--- config.mk ---
export PLATFORM = sky130hd
export DESIGN_NAME = linear_adsr_envelope_unit
export DESIGN_NICKNAME = d
export VERILOG_FILES = /design/src/rtl/adsr_pkg.sv /design/src/rtl/adsr_mul.sv /design/src/rtl/adsr_div.sv /design/src/rtl/linear_adsr_envelope_unit.sv
export SDC_FILE = /design/constraint.sdc
export NUM_CORES = 1
export LEC_CHECK = 0
export ABC_CLOCK_PERIOD_IN_PS = 6200
export BUFFER_PORTS_ARGS = -buffer_cell sky130_fd_sc_hd__buf_2
export CAP_MARGIN = 40
export CELL_PAD_IN_SITES_DETAIL_PLACEMENT = 0
export CELL_PAD_IN_SITES_GLOBAL_PLACEMENT = 2
export CORE_MARGIN = 2
export CORE_UTILIZATION = 25
export CTS_CLUSTER_SIZE = 25
export DETAILED_ROUTE_END_ITERATION = 10
export PLACE_DENSITY_LB_ADDON = 0.1
export SLEW_MARGIN = 0
export SYNTH_ARGS = -nofsm -noshare
export SYNTH_HDL_FRONTEND = slang
export SYNTH_SLANG_ARGS = --single-unit
--- constraint.sdc ---
create_clock -name clk -period 6.2 [get_ports clk]
set_input_delay 1.24 -clock clk [delete_from_list [all_inputs] [get_ports clk]]
set_output_delay 1.24 -clock clk [all_outputs]
set_load 0.01 [all_outputs]
--- src/rtl/adsr_pkg.sv ---
// adsr_pkg: shared widths, field codes and phase codes for the linear adsr envelope unit
// used by adsr_mul, adsr_div and linear_adsr_envelope_unit; no dependencies
package adsr_pkg;

  localparam int COUNT_BITS     = 24;
  localparam int GAIN_FRAC_BITS = 15;
  localparam int GAIN_BITS      = GAIN_FRAC_BITS + 1;
  localparam int SAMPLE_BITS    = 24;
  localparam int ELAPSED_BITS   = COUNT_BITS + 1;
  localparam int MUL_A_BITS     = ELAPSED_BITS + GAIN_BITS;
  localparam int NUM_BITS       = COUNT_BITS + GAIN_BITS;
  localparam int QUOT_BITS      = GAIN_BITS;
  localparam int STEP_CNT_BITS  = $clog2(GAIN_BITS);

  localparam logic [GAIN_BITS-1:0]    UNITY       = GAIN_BITS'(1) << GAIN_FRAC_BITS;
  localparam logic [ELAPSED_BITS-1:0] ELAPSED_MAX = '1;

  // request kinds carried on tuser
  localparam logic [1:0] FUNC_TICK     = 2'd0;
  localparam logic [1:0] FUNC_NOTE_ON  = 2'd1;
  localparam logic [1:0] FUNC_NOTE_OFF = 2'd2;

  // envelope phase codes as reported on the output
  localparam logic [2:0] PH_IDLE    = 3'd0;
  localparam logic [2:0] PH_ATTACK  = 3'd1;
  localparam logic [2:0] PH_DECAY   = 3'd2;
  localparam logic [2:0] PH_SUSTAIN = 3'd3;
  localparam logic [2:0] PH_RELEASE = 3'd4;

  // configuration register indexes
  localparam logic [1:0] REG_ATTACK  = 2'd0;
  localparam logic [1:0] REG_DECAY   = 2'd1;
  localparam logic [1:0] REG_SUSTAIN = 2'd2;
  localparam logic [1:0] REG_RELEASE = 2'd3;

endpackage

--- src/rtl/adsr_mul.sv ---
// adsr_mul: bit-serial shift-and-add multiplier, one multiplier bit per cycle
// signed multiplicand, unsigned gain-width multiplier; depends on adsr_pkg
module adsr_mul (
  input  logic                                 clk,
  input  logic                                 rst,
  input  logic                                 start,
  input  logic signed [adsr_pkg::MUL_A_BITS-1:0] mcand_in,
  input  logic        [adsr_pkg::GAIN_BITS-1:0]  mplier_in,
  output logic                                 done,
  output logic signed [adsr_pkg::MUL_A_BITS-1:0] prod
);
  import adsr_pkg::*;

  logic signed [MUL_A_BITS-1:0] mcand;
  logic        [GAIN_BITS-1:0]  mplier;
  logic        [STEP_CNT_BITS-1:0] cnt;
  logic                         busy;

  always_ff @(posedge clk) begin
    if (rst) begin
      busy <= 1'b0;
      done <= 1'b0;
      cnt  <= '0;
    end else begin
      done <= 1'b0;
      if (start) begin
        busy <= 1'b1;
        cnt  <= '0;
      end else if (busy) begin
        cnt <= cnt + 1'b1;
        if (cnt == STEP_CNT_BITS'(GAIN_BITS - 1)) begin
          busy <= 1'b0;
          done <= 1'b1;
        end
      end
    end
  end

  always_ff @(posedge clk) begin
    if (start) begin
      mcand  <= mcand_in;
      mplier <= mplier_in;
      prod   <= '0;
    end else if (busy) begin
      if (mplier[0]) begin
        prod <= prod + mcand;
      end
      mcand  <= mcand <<< 1;
      mplier <= mplier >> 1;
    end
  end

endmodule

--- src/rtl/adsr_div.sv ---
// adsr_div: restoring divider, one quotient bit per cycle, gain-width quotient
// caller guarantees the quotient fits and the divisor is nonzero; depends on adsr_pkg
module adsr_div (
  input  logic                            clk,
  input  logic                            rst,
  input  logic                            start,
  input  logic [adsr_pkg::NUM_BITS-1:0]   num_in,
  input  logic [adsr_pkg::COUNT_BITS-1:0] den_in,
  output logic                            done,
  output logic [adsr_pkg::QUOT_BITS-1:0]  quot
);
  import adsr_pkg::*;

  logic [COUNT_BITS:0]    rem;
  logic [QUOT_BITS-1:0]   nlow;
  logic [COUNT_BITS-1:0]  den;
  logic [STEP_CNT_BITS-1:0] cnt;
  logic                   busy;
  logic [COUNT_BITS+1:0]  shifted;
  logic [COUNT_BITS+1:0]  diff;

  assign shifted = {rem, nlow[QUOT_BITS-1]};
  assign diff    = shifted - {2'b00, den};

  always_ff @(posedge clk) begin
    if (rst) begin
      busy <= 1'b0;
      done <= 1'b0;
      cnt  <= '0;
    end else begin
      done <= 1'b0;
      if (start) begin
        busy <= 1'b1;
        cnt  <= '0;
      end else if (busy) begin
        cnt <= cnt + 1'b1;
        if (cnt == STEP_CNT_BITS'(QUOT_BITS - 1)) begin
          busy <= 1'b0;
          done <= 1'b1;
        end
      end
    end
  end

  // partial remainder stays below the divisor, so the top bit of shifted is zero
  always_ff @(posedge clk) begin
    if (start) begin
      rem  <= {1'b0, num_in[NUM_BITS-1:QUOT_BITS]};
      nlow <= num_in[QUOT_BITS-1:0];
      den  <= den_in;
      quot <= '0;
    end else if (busy) begin
      rem  <= diff[COUNT_BITS+1] ? shifted[COUNT_BITS:0] : diff[COUNT_BITS:0];
      quot <= {quot[QUOT_BITS-2:0], ~diff[COUNT_BITS+1]};
      nlow <= nlow << 1;
    end
  end

endmodule

--- src/rtl/linear_adsr_envelope_unit.sv ---
// linear_adsr_envelope_unit: one-voice linear adsr envelope, scales the mixed sample
// depends on adsr_pkg, adsr_mul (serial multiplier) and adsr_div (serial divider)

// One request is taken at a time. A note-on, note-off or unused kind goes straight to the
// done state and returns its result once the output register is free. A tick first runs
// sample times gain through the bit-serial multiplier, which is all that a tick that only
// holds or changes phase needs; an attack ramp step adds one pass of the bit-serial divider,
// and a decay or release ramp step adds a second multiplier pass before the divide. Those
// serial units set the rate. The next request is taken as soon as the result sits in the
// output register, even if it has not been taken yet.
// Configuration writes are always ready and must only be made while no request is in work.
module linear_adsr_envelope_unit (
  input  logic        clk,
  input  logic        rst,
  input  logic        s_tvalid,
  output logic        s_tready,
  input  logic [23:0] s_tdata,   // [23:0] mix_sample
  input  logic [1:0]  s_tuser,   // [1:0] func
  output logic        m_tvalid,
  input  logic        m_tready,
  output logic [47:0] m_tdata,   // [23:0] out_sample, [39:24] env_gain, [42:40] env_phase
  input  logic        cfg_valid,
  output logic        cfg_ready,
  input  logic [1:0]  cfg_index,
  input  logic [23:0] cfg_data
);
  import adsr_pkg::*;

  typedef enum logic [4:0] {
    ST_IDLE = 5'b00001,
    ST_MULO = 5'b00010,
    ST_MULN = 5'b00100,
    ST_DIV  = 5'b01000,
    ST_DONE = 5'b10000
  } state_t;

  state_t state;

  logic [COUNT_BITS-1:0]   attack_len, decay_len, release_len;
  logic [GAIN_BITS-1:0]    sustain_level;
  logic [2:0]              phase;
  logic [ELAPSED_BITS-1:0] elapsed, release_elapsed;
  logic [GAIN_BITS-1:0]    cur_gain, held_gain;

  // pending ramp job for the current tick
  logic                    need_mul, need_div, ramp_sub;
  logic [GAIN_BITS-1:0]    ramp_base;
  logic [ELAPSED_BITS-1:0] num_a;
  logic [GAIN_BITS-1:0]    num_b;
  logic [COUNT_BITS-1:0]   div_den;
  logic [SAMPLE_BITS-1:0]  res_sample;

  logic [SAMPLE_BITS-1:0]  out_sample;
  logic [GAIN_BITS-1:0]    out_gain;
  logic [2:0]              out_phase;

  logic in_acc, out_free;
  logic [1:0] func;
  logic signed [SAMPLE_BITS-1:0] mix_sample;

  // next-step decisions for a tick
  logic [ELAPSED_BITS-1:0] e_inc, r_inc, off;
  logic [GAIN_BITS-1:0]    sus;
  logic [2:0]              tick_phase;
  logic [GAIN_BITS-1:0]    tick_gain, tick_base, tick_b;
  logic                    tick_mul, tick_div, tick_sub;
  logic [ELAPSED_BITS-1:0] tick_a;
  logic [COUNT_BITS-1:0]   tick_den;

  logic                          mul_start, mul_done, div_start, div_done;
  logic signed [MUL_A_BITS-1:0]  mul_a, mul_prod;
  logic        [GAIN_BITS-1:0]   mul_b;
  logic        [NUM_BITS-1:0]    div_num;
  logic        [QUOT_BITS-1:0]   div_quot;

  assign func       = s_tuser;
  assign mix_sample = s_tdata[SAMPLE_BITS-1:0];
  assign s_tready   = (state == ST_IDLE);
  assign in_acc     = s_tvalid && s_tready;
  assign out_free   = !m_tvalid || m_tready;
  assign cfg_ready  = 1'b1;
  assign m_tdata    = {5'b0, out_phase, out_gain, out_sample};

  always_comb begin
    e_inc = (elapsed == ELAPSED_MAX) ? elapsed : elapsed + 1'b1;
    r_inc = (release_elapsed == ELAPSED_MAX) ? release_elapsed : release_elapsed + 1'b1;
    sus   = (sustain_level > UNITY) ? UNITY : sustain_level;
    off   = (e_inc > {1'b0, attack_len}) ? e_inc - {1'b0, attack_len} : '0;
    tick_phase = phase;
    tick_gain  = cur_gain;
    tick_mul   = 1'b0;
    tick_div   = 1'b0;
    tick_sub   = 1'b0;
    tick_base  = cur_gain;
    tick_a     = e_inc;
    tick_b     = cur_gain;
    tick_den   = attack_len;
    case (phase)
      PH_ATTACK: begin
        if (e_inc > {1'b0, attack_len}) begin
          tick_phase = PH_DECAY;
          tick_gain  = UNITY;
        end else begin
          tick_div = 1'b1;
        end
      end
      PH_DECAY: begin
        if (decay_len == '0 || off > {1'b0, decay_len}) begin
          tick_phase = PH_SUSTAIN;
          tick_gain  = sus;
        end else begin
          tick_mul  = 1'b1;
          tick_div  = 1'b1;
          tick_sub  = 1'b1;
          tick_base = UNITY;
          tick_a    = off;
          tick_b    = UNITY - sus;
          tick_den  = decay_len;
        end
      end
      PH_RELEASE: begin
        if (r_inc >= {1'b0, release_len}) begin
          tick_phase = PH_IDLE;
          tick_gain  = '0;
        end else begin
          tick_mul  = 1'b1;
          tick_div  = 1'b1;
          tick_sub  = 1'b1;
          tick_base = held_gain;
          tick_a    = r_inc;
          tick_b    = held_gain;
          tick_den  = release_len;
        end
      end
      default: ;
    endcase
  end

  // the multiplier serves the output product first, then the ramp numerator
  always_comb begin
    mul_start = 1'b0;
    div_start = 1'b0;
    mul_a     = MUL_A_BITS'(mix_sample);
    mul_b     = cur_gain;
    div_num   = NUM_BITS'({num_a, {GAIN_FRAC_BITS{1'b0}}});
    unique case (state)
      ST_IDLE: begin
        mul_start = in_acc && (func == FUNC_TICK);
      end
      ST_MULO: begin
        mul_a     = MUL_A_BITS'($signed({1'b0, num_a}));
        mul_b     = num_b;
        mul_start = mul_done && need_mul;
        div_start = mul_done && !need_mul && need_div;
      end
      ST_MULN: begin
        div_num   = mul_prod[NUM_BITS-1:0];
        div_start = mul_done;
      end
      default: ;
    endcase
  end

  adsr_mul u_mul (
    .clk      (clk),
    .rst      (rst),
    .start    (mul_start),
    .mcand_in (mul_a),
    .mplier_in(mul_b),
    .done     (mul_done),
    .prod     (mul_prod)
  );

  adsr_div u_div (
    .clk   (clk),
    .rst   (rst),
    .start (div_start),
    .num_in(div_num),
    .den_in(div_den),
    .done  (div_done),
    .quot  (div_quot)
  );

  always_ff @(posedge clk) begin
    if (rst) begin
      state           <= ST_IDLE;
      attack_len      <= COUNT_BITS'(480);
      decay_len       <= COUNT_BITS'(4800);
      sustain_level   <= GAIN_BITS'(16384);
      release_len     <= COUNT_BITS'(4800);
      phase           <= PH_IDLE;
      elapsed         <= '0;
      release_elapsed <= '0;
      cur_gain        <= '0;
      held_gain       <= '0;
      need_mul        <= 1'b0;
      need_div        <= 1'b0;
      ramp_sub        <= 1'b0;
      m_tvalid        <= 1'b0;
    end else begin
      if (cfg_valid && cfg_ready) begin
        unique case (cfg_index)
          REG_ATTACK:  attack_len    <= cfg_data;
          REG_DECAY:   decay_len     <= cfg_data;
          REG_SUSTAIN: sustain_level <= cfg_data[GAIN_BITS-1:0];
          REG_RELEASE: release_len   <= cfg_data;
          default: ;
        endcase
      end

      // a finished result reloads valid below in the same cycle
      if (m_tvalid && m_tready && state != ST_DONE) begin
        m_tvalid <= 1'b0;
      end

      unique case (state)
        ST_IDLE: begin
          if (in_acc) begin
            if (func == FUNC_TICK) begin
              phase    <= tick_phase;
              cur_gain <= tick_gain;
              need_mul <= tick_mul;
              need_div <= tick_div;
              ramp_sub <= tick_sub;
              if (phase == PH_ATTACK || phase == PH_DECAY) begin
                elapsed <= e_inc;
              end
              if (phase == PH_RELEASE) begin
                release_elapsed <= r_inc;
              end
              state <= ST_MULO;
            end else begin
              if (func == FUNC_NOTE_ON) begin
                phase           <= PH_ATTACK;
                elapsed         <= '0;
                release_elapsed <= '0;
                cur_gain        <= '0;
                held_gain       <= '0;
              end else if (func == FUNC_NOTE_OFF &&
                           phase inside {PH_ATTACK, PH_DECAY, PH_SUSTAIN}) begin
                held_gain       <= cur_gain;
                release_elapsed <= '0;
                if (release_len == '0) begin
                  phase    <= PH_IDLE;
                  cur_gain <= '0;
                end else begin
                  phase <= PH_RELEASE;
                end
              end
              state <= ST_DONE;
            end
          end
        end
        ST_MULO: begin
          if (mul_done) begin
            if (need_mul) begin
              state <= ST_MULN;
            end else if (need_div) begin
              state <= ST_DIV;
            end else begin
              state <= ST_DONE;
            end
          end
        end
        ST_MULN: begin
          if (mul_done) begin
            state <= ST_DIV;
          end
        end
        ST_DIV: begin
          if (div_done) begin
            cur_gain <= ramp_sub ? ramp_base - div_quot : div_quot;
            state    <= ST_DONE;
          end
        end
        ST_DONE: begin
          if (out_free) begin
            m_tvalid <= 1'b1;
            state    <= ST_IDLE;
          end
        end
        default: state <= ST_IDLE;
      endcase
    end
  end

  // payload registers
  always_ff @(posedge clk) begin
    if (in_acc) begin
      res_sample <= '0;
      ramp_base  <= tick_base;
      num_a      <= tick_a;
      num_b      <= tick_b;
      div_den    <= tick_den;
    end
    if (state == ST_MULO && mul_done) begin
      // floor of the product by the gain scale
      res_sample <= mul_prod[GAIN_FRAC_BITS +: SAMPLE_BITS];
    end
    if (state == ST_DONE && out_free) begin
      out_sample <= res_sample;
      out_gain   <= cur_gain;
      out_phase  <= phase;
    end
  end

  a_idle_silent: assert property (@(posedge clk) disable iff (rst)
    (phase == PH_IDLE) |-> (cur_gain == '0))
    else $error("idle phase with nonzero gain");

  a_gain_bound: assert property (@(posedge clk) disable iff (rst)
    m_tvalid |-> (m_tdata[39:24] <= UNITY))
    else $error("reported gain above unity");

  a_div_nonzero: assert property (@(posedge clk) disable iff (rst)
    (state == ST_DIV) |-> (div_den != '0))
    else $error("ramp divide with zero length");

  a_result_loaded: assert property (@(posedge clk) disable iff (rst)
    (state == ST_DONE && out_free) |=> (m_tvalid && state == ST_IDLE))
    else $error("finished result not presented");

endmodule

==> flow_metrics.py <==
metrics = {
    "run_status": {
        "status": "finished, final reports clean",
    },
    "synth": {
        "synthTopCellsByArea": "edfxtp_1, dfxtp_1, ha_1",
        "synthDistinctLibCells": 88,
        "synth_ff_type": "edfxtp_1",
        "synth_top_area_share_pct": 28.3,
        "seq_area_frac_synth_pct": 45.9,
        "synthCells": 3124,
        "syn_area_sq_um": 28400,
        "ys.warnings.count": 0,
        "avgSynthCellArea_sq_um": 9.10,
        "synth_edf_count": 268,
        "async_flop_share_pct": 0,
        "synth_top_cell_by_area": "edfxtp_1",
        "ys_ff_latch": 518,
    },
    "die": {
        "rows": 123,
        "die_y_um": 341,
        "io_pins": 108,
        "die-area_sq_um": 116000,
        "dieWidth_um": 341,
        "initial_utilization_pct": 25.2,
        "coreArea_sq_um": 113000,
    },
    "place": {
        "port_buffers": 101,
        "place_ws_ns": -0.706,
        "dp_hpwl_mm": 83.4,
        "gp_congestion": 0.877,
    },
    "grt": {
        "grt_first_pass_wirelength_mm": 164,
        "grt_pass1_vias": 24100,
        "grt_use_total_pct": 18.9,
        "antenna_found_initial": 4,
        "overflow": 0,
        "grt_max_degree": 89,
    },
    "critical_path": {
        "start_kind": "flip-flop",
        "cp_top_family": "simple AND/OR/NAND/NOR gates",
        "r2r_start": "elapsed[17]$_SDFFE_PP0P_",
        "slowest_stage": "xnor2_2",
        "worstReg2RegEnd": "cur_gain[13]$_SDFFE_PP0P_",
        "crit_required_ns": 6.67,
        "worst_ep_arrival_time_ns": 6.54,
        "reg2reg_depth": 32,
        "crit_path_max_fanout": 6,
        "slowest_delay_ns": 0.34,
        "r2r_slack_ns": 0.13,
        "cpMostUsedCell": "and4_4",
        "end_kind": "flip-flop",
        "crit_type": "flip-flop to flip-flop",
        "critPathBufInv": 6,
    },
    "timing": {
        "fmax_mhz": 165,
        "final_hold_viol_count": 0,
        "slew_viol_final": 0,
        "finalCritPeriodShare_pct": 97.9,
        "rsz0062_at_grt": "true",
        "fin_crit_ns": 6.07,
        "skew_ns": 0.0224,
        "worst_pin_slew_ns": 0.891,
        "fin_ws_ns": 0.131,
        "slew_headroom_pct": 39.8,
        "setup_tns_ns": 0,
        "finalSetupViolations": 0,
    },
    "drt": {
        "vias_per_cell": 4.90,
        "ant_nets": 0,
        "drt_iter0_drc": 1650,
        "wl_per_cell_um": 22.6,
        "routed_wl_mm": 112,
        "first_pass_iters": 5,
        "drc": 0,
        "vias": 24300,
    },
    "layout": {
        "fin_nets": 3623,
        "syn2layout_area_growth_pct": 25.8,
        "drive_above_1_share_pct": 19.3,
        "final_core_util_pct": 31.7,
    },
    "power": {
        "p_leak_nw": 14.2,
        "p_per_area_nw_per_um2": 280,
        "peakVddDrop_mv": 0.166,
    },
    "clock_tree": {
        "htree_levels": 3,
        "ctsHoldBuffers": 0,
        "cts_tree": "yes",
        "path_clk_slew_ns": 0.06,
        "clock_latency_ns": 0.63,
        "clk_path_buf_depth": 3,
        "cts.sinks": 518,
        "cts_inserted_buffers": 70,
        "cts_root_buffer": "clkbuf_16",
    },
    "hold_path": {
        "hold_path_class": "flip-flop to flip-flop",
        "hold_start": "res_sample[13]$_SDFFCE_PN0P_",
        "holdPathStages": 0,
        "min_to": "out_sample[13]$_DFFE_PP_",
    },
    "run": {
        "drv_cap": 0,
    },
}
==> worst max path at each step <==
stage | startpoint | end | slack (ns) | cells past startpoint
6_report | elapsed[17]$_SDFFE_PP0P_ | cur_gain[13]$_SDFFE_PP0P_ | 0.13 | 32
5_1_grt | elapsed[1]$_SDFFE_PP0P_ | cur_gain[5]$_SDFFE_PP0P_ | -0.16 | 36
4_1_cts | elapsed[17]$_SDFFE_PP0P_ | phase[2]$_SDFFE_PP0P_ | -0.03 | 31
3_5_place_dp | elapsed[20]$_SDFFE_PP0P_ | num_b[0]$_DFFE_PP_ | -0.71 | 29
3_3_place_gp | elapsed[20]$_SDFFE_PP0P_ | num_a[16]$_DFFE_PP_ | -0.63 | 29
2_1_floorplan | elapsed[8]$_SDFFE_PP0P_ | div_den[14]$_DFFE_PP_ | 0.04 | 31
==> layout make-up <==
cell class	count	area, sq um
fillers	11800	76900
multi-input cells	2301	15000
flip-flops and latches	518	13100
repair buffers	379	2980
clock buffers	103	2030
well taps	1500	1880
inverters	137	515
clock inverters	23	244
diodes	2	5.00
==> through the flow <==
stage                     power (mW)  hold slack (ns)  cell area (sq um)  instances
final                           9.99            0.415              35800       4963
after global routing            10.5            0.426              35700       4961
after CTS                       10.1            0.418              35100       4942
after detailed placement        5.98            0.405              32000       4774
after global placement          5.96            0.404              31800       4762
after floorplan                 5.32            0.400              28500       3128
==> synthesized netlist by cell type, types with 10 or more instances <==
cell type and count:
a211oi_1 18, nor3_1 55, nand4_1 31, nand2_1 488, and3_1 51, nand3_1 110
o211ai_1 26, nor2_1 263, nand2b_1 30, and2_1 18, a211o_1 16, o21bai_1 17
dfxtp_1 250, nor2b_1 18, buf_1 11, a211oi_2 10, nand3b_1 18, clkbuf_1 146
a22oi_1 83, nor4_1 19, or3_1 12, o21ai_0 123, xor2_1 54, a31oi_1 56
inv_1 137, mux2i_1 53, o21a_1 20, xnor2_1 85, a21oi_1 253, a21o_1 73
ha_1 155, edfxtp_1 268, a22o_1 14
==> cell usage in the layout, fill, tap and decap left out, types with 100 or more instances in the layout <==
cell	count
nor2_1	235
dfxtp_1	245
edfxtp_1	268
nand2_1	480
a21oi_1	243
o21ai_0	104
ha_1	140
buf_2	100
inv_1	135
nand3_1	106
buf_4	242
==> power by group <==
| part | internal (mW) | switching [mW] | total, mW |
|---|---|---|---|
| Sequential | 3.90 | 0.332 | 4.23 |
| Clock | 2.44 | 1.61 | 4.05 |
| Combinational | 0.710 | 0.997 | 1.71 |
==> routing by layer <==
layer	global-route usage, %	share of wire, %	up-vias
li1	-	-	11800
met1	26.2	48	11900
met2	31.0	46	489
met3	2.60	3.7	118
met4	4.46	2.1	0
met5	0	0	-
==> cell families (layout without fill, tap and decap cells) <==
family,Yosys count,in the layout,share of synthesized area [%]
buffers and inverters,309,642,4.22
flip-flops,518,518,45.9
AO/OA/AOI/OAI,786,786,17.9
multiplexers,58,58,2.07
other,2,8,0.0264
XOR/XNOR,139,139,4.28
adder cells (fa/ha/maj),159,159,7.11
AND/OR/NAND/NOR,1153,1153,18.4
==> repair_timing <==
| item | in CTS | in global routing |
|---|---|---|
| setup endpoints to repair | 102 | 101 |
| cloned | 3 | 6 |
| pin swaps | 60 | 35 |
| gates resized for setup | 100 | 87 |
| buffers inserted | 39 | 13 |
| endpoints found under the hold margin | 0 | 0 |
==> flip-flops by register name, indices dropped and copies added, names as in the netlist, 5 cells and up <==
name / count
u_div.nlow: 16
u_mul.mplier: 16
out_sample: 24
u_mul.prod: 40
release_len: 24
elapsed: 25
attack_len: 24
release_elapsed: 25
u_mul.mcand: 40
ramp_base: 16
num_a: 25
u_div.den: 24
num_b: 16
res_sample: 24
u_div.quot: 16
sustain_level: 16
decay_len: 24
div_den: 24
state: 5
u_div.rem: 25
held_gain: 16
cur_gain: 16
out_gain: 16
Power figures use the tool's default switching activity.
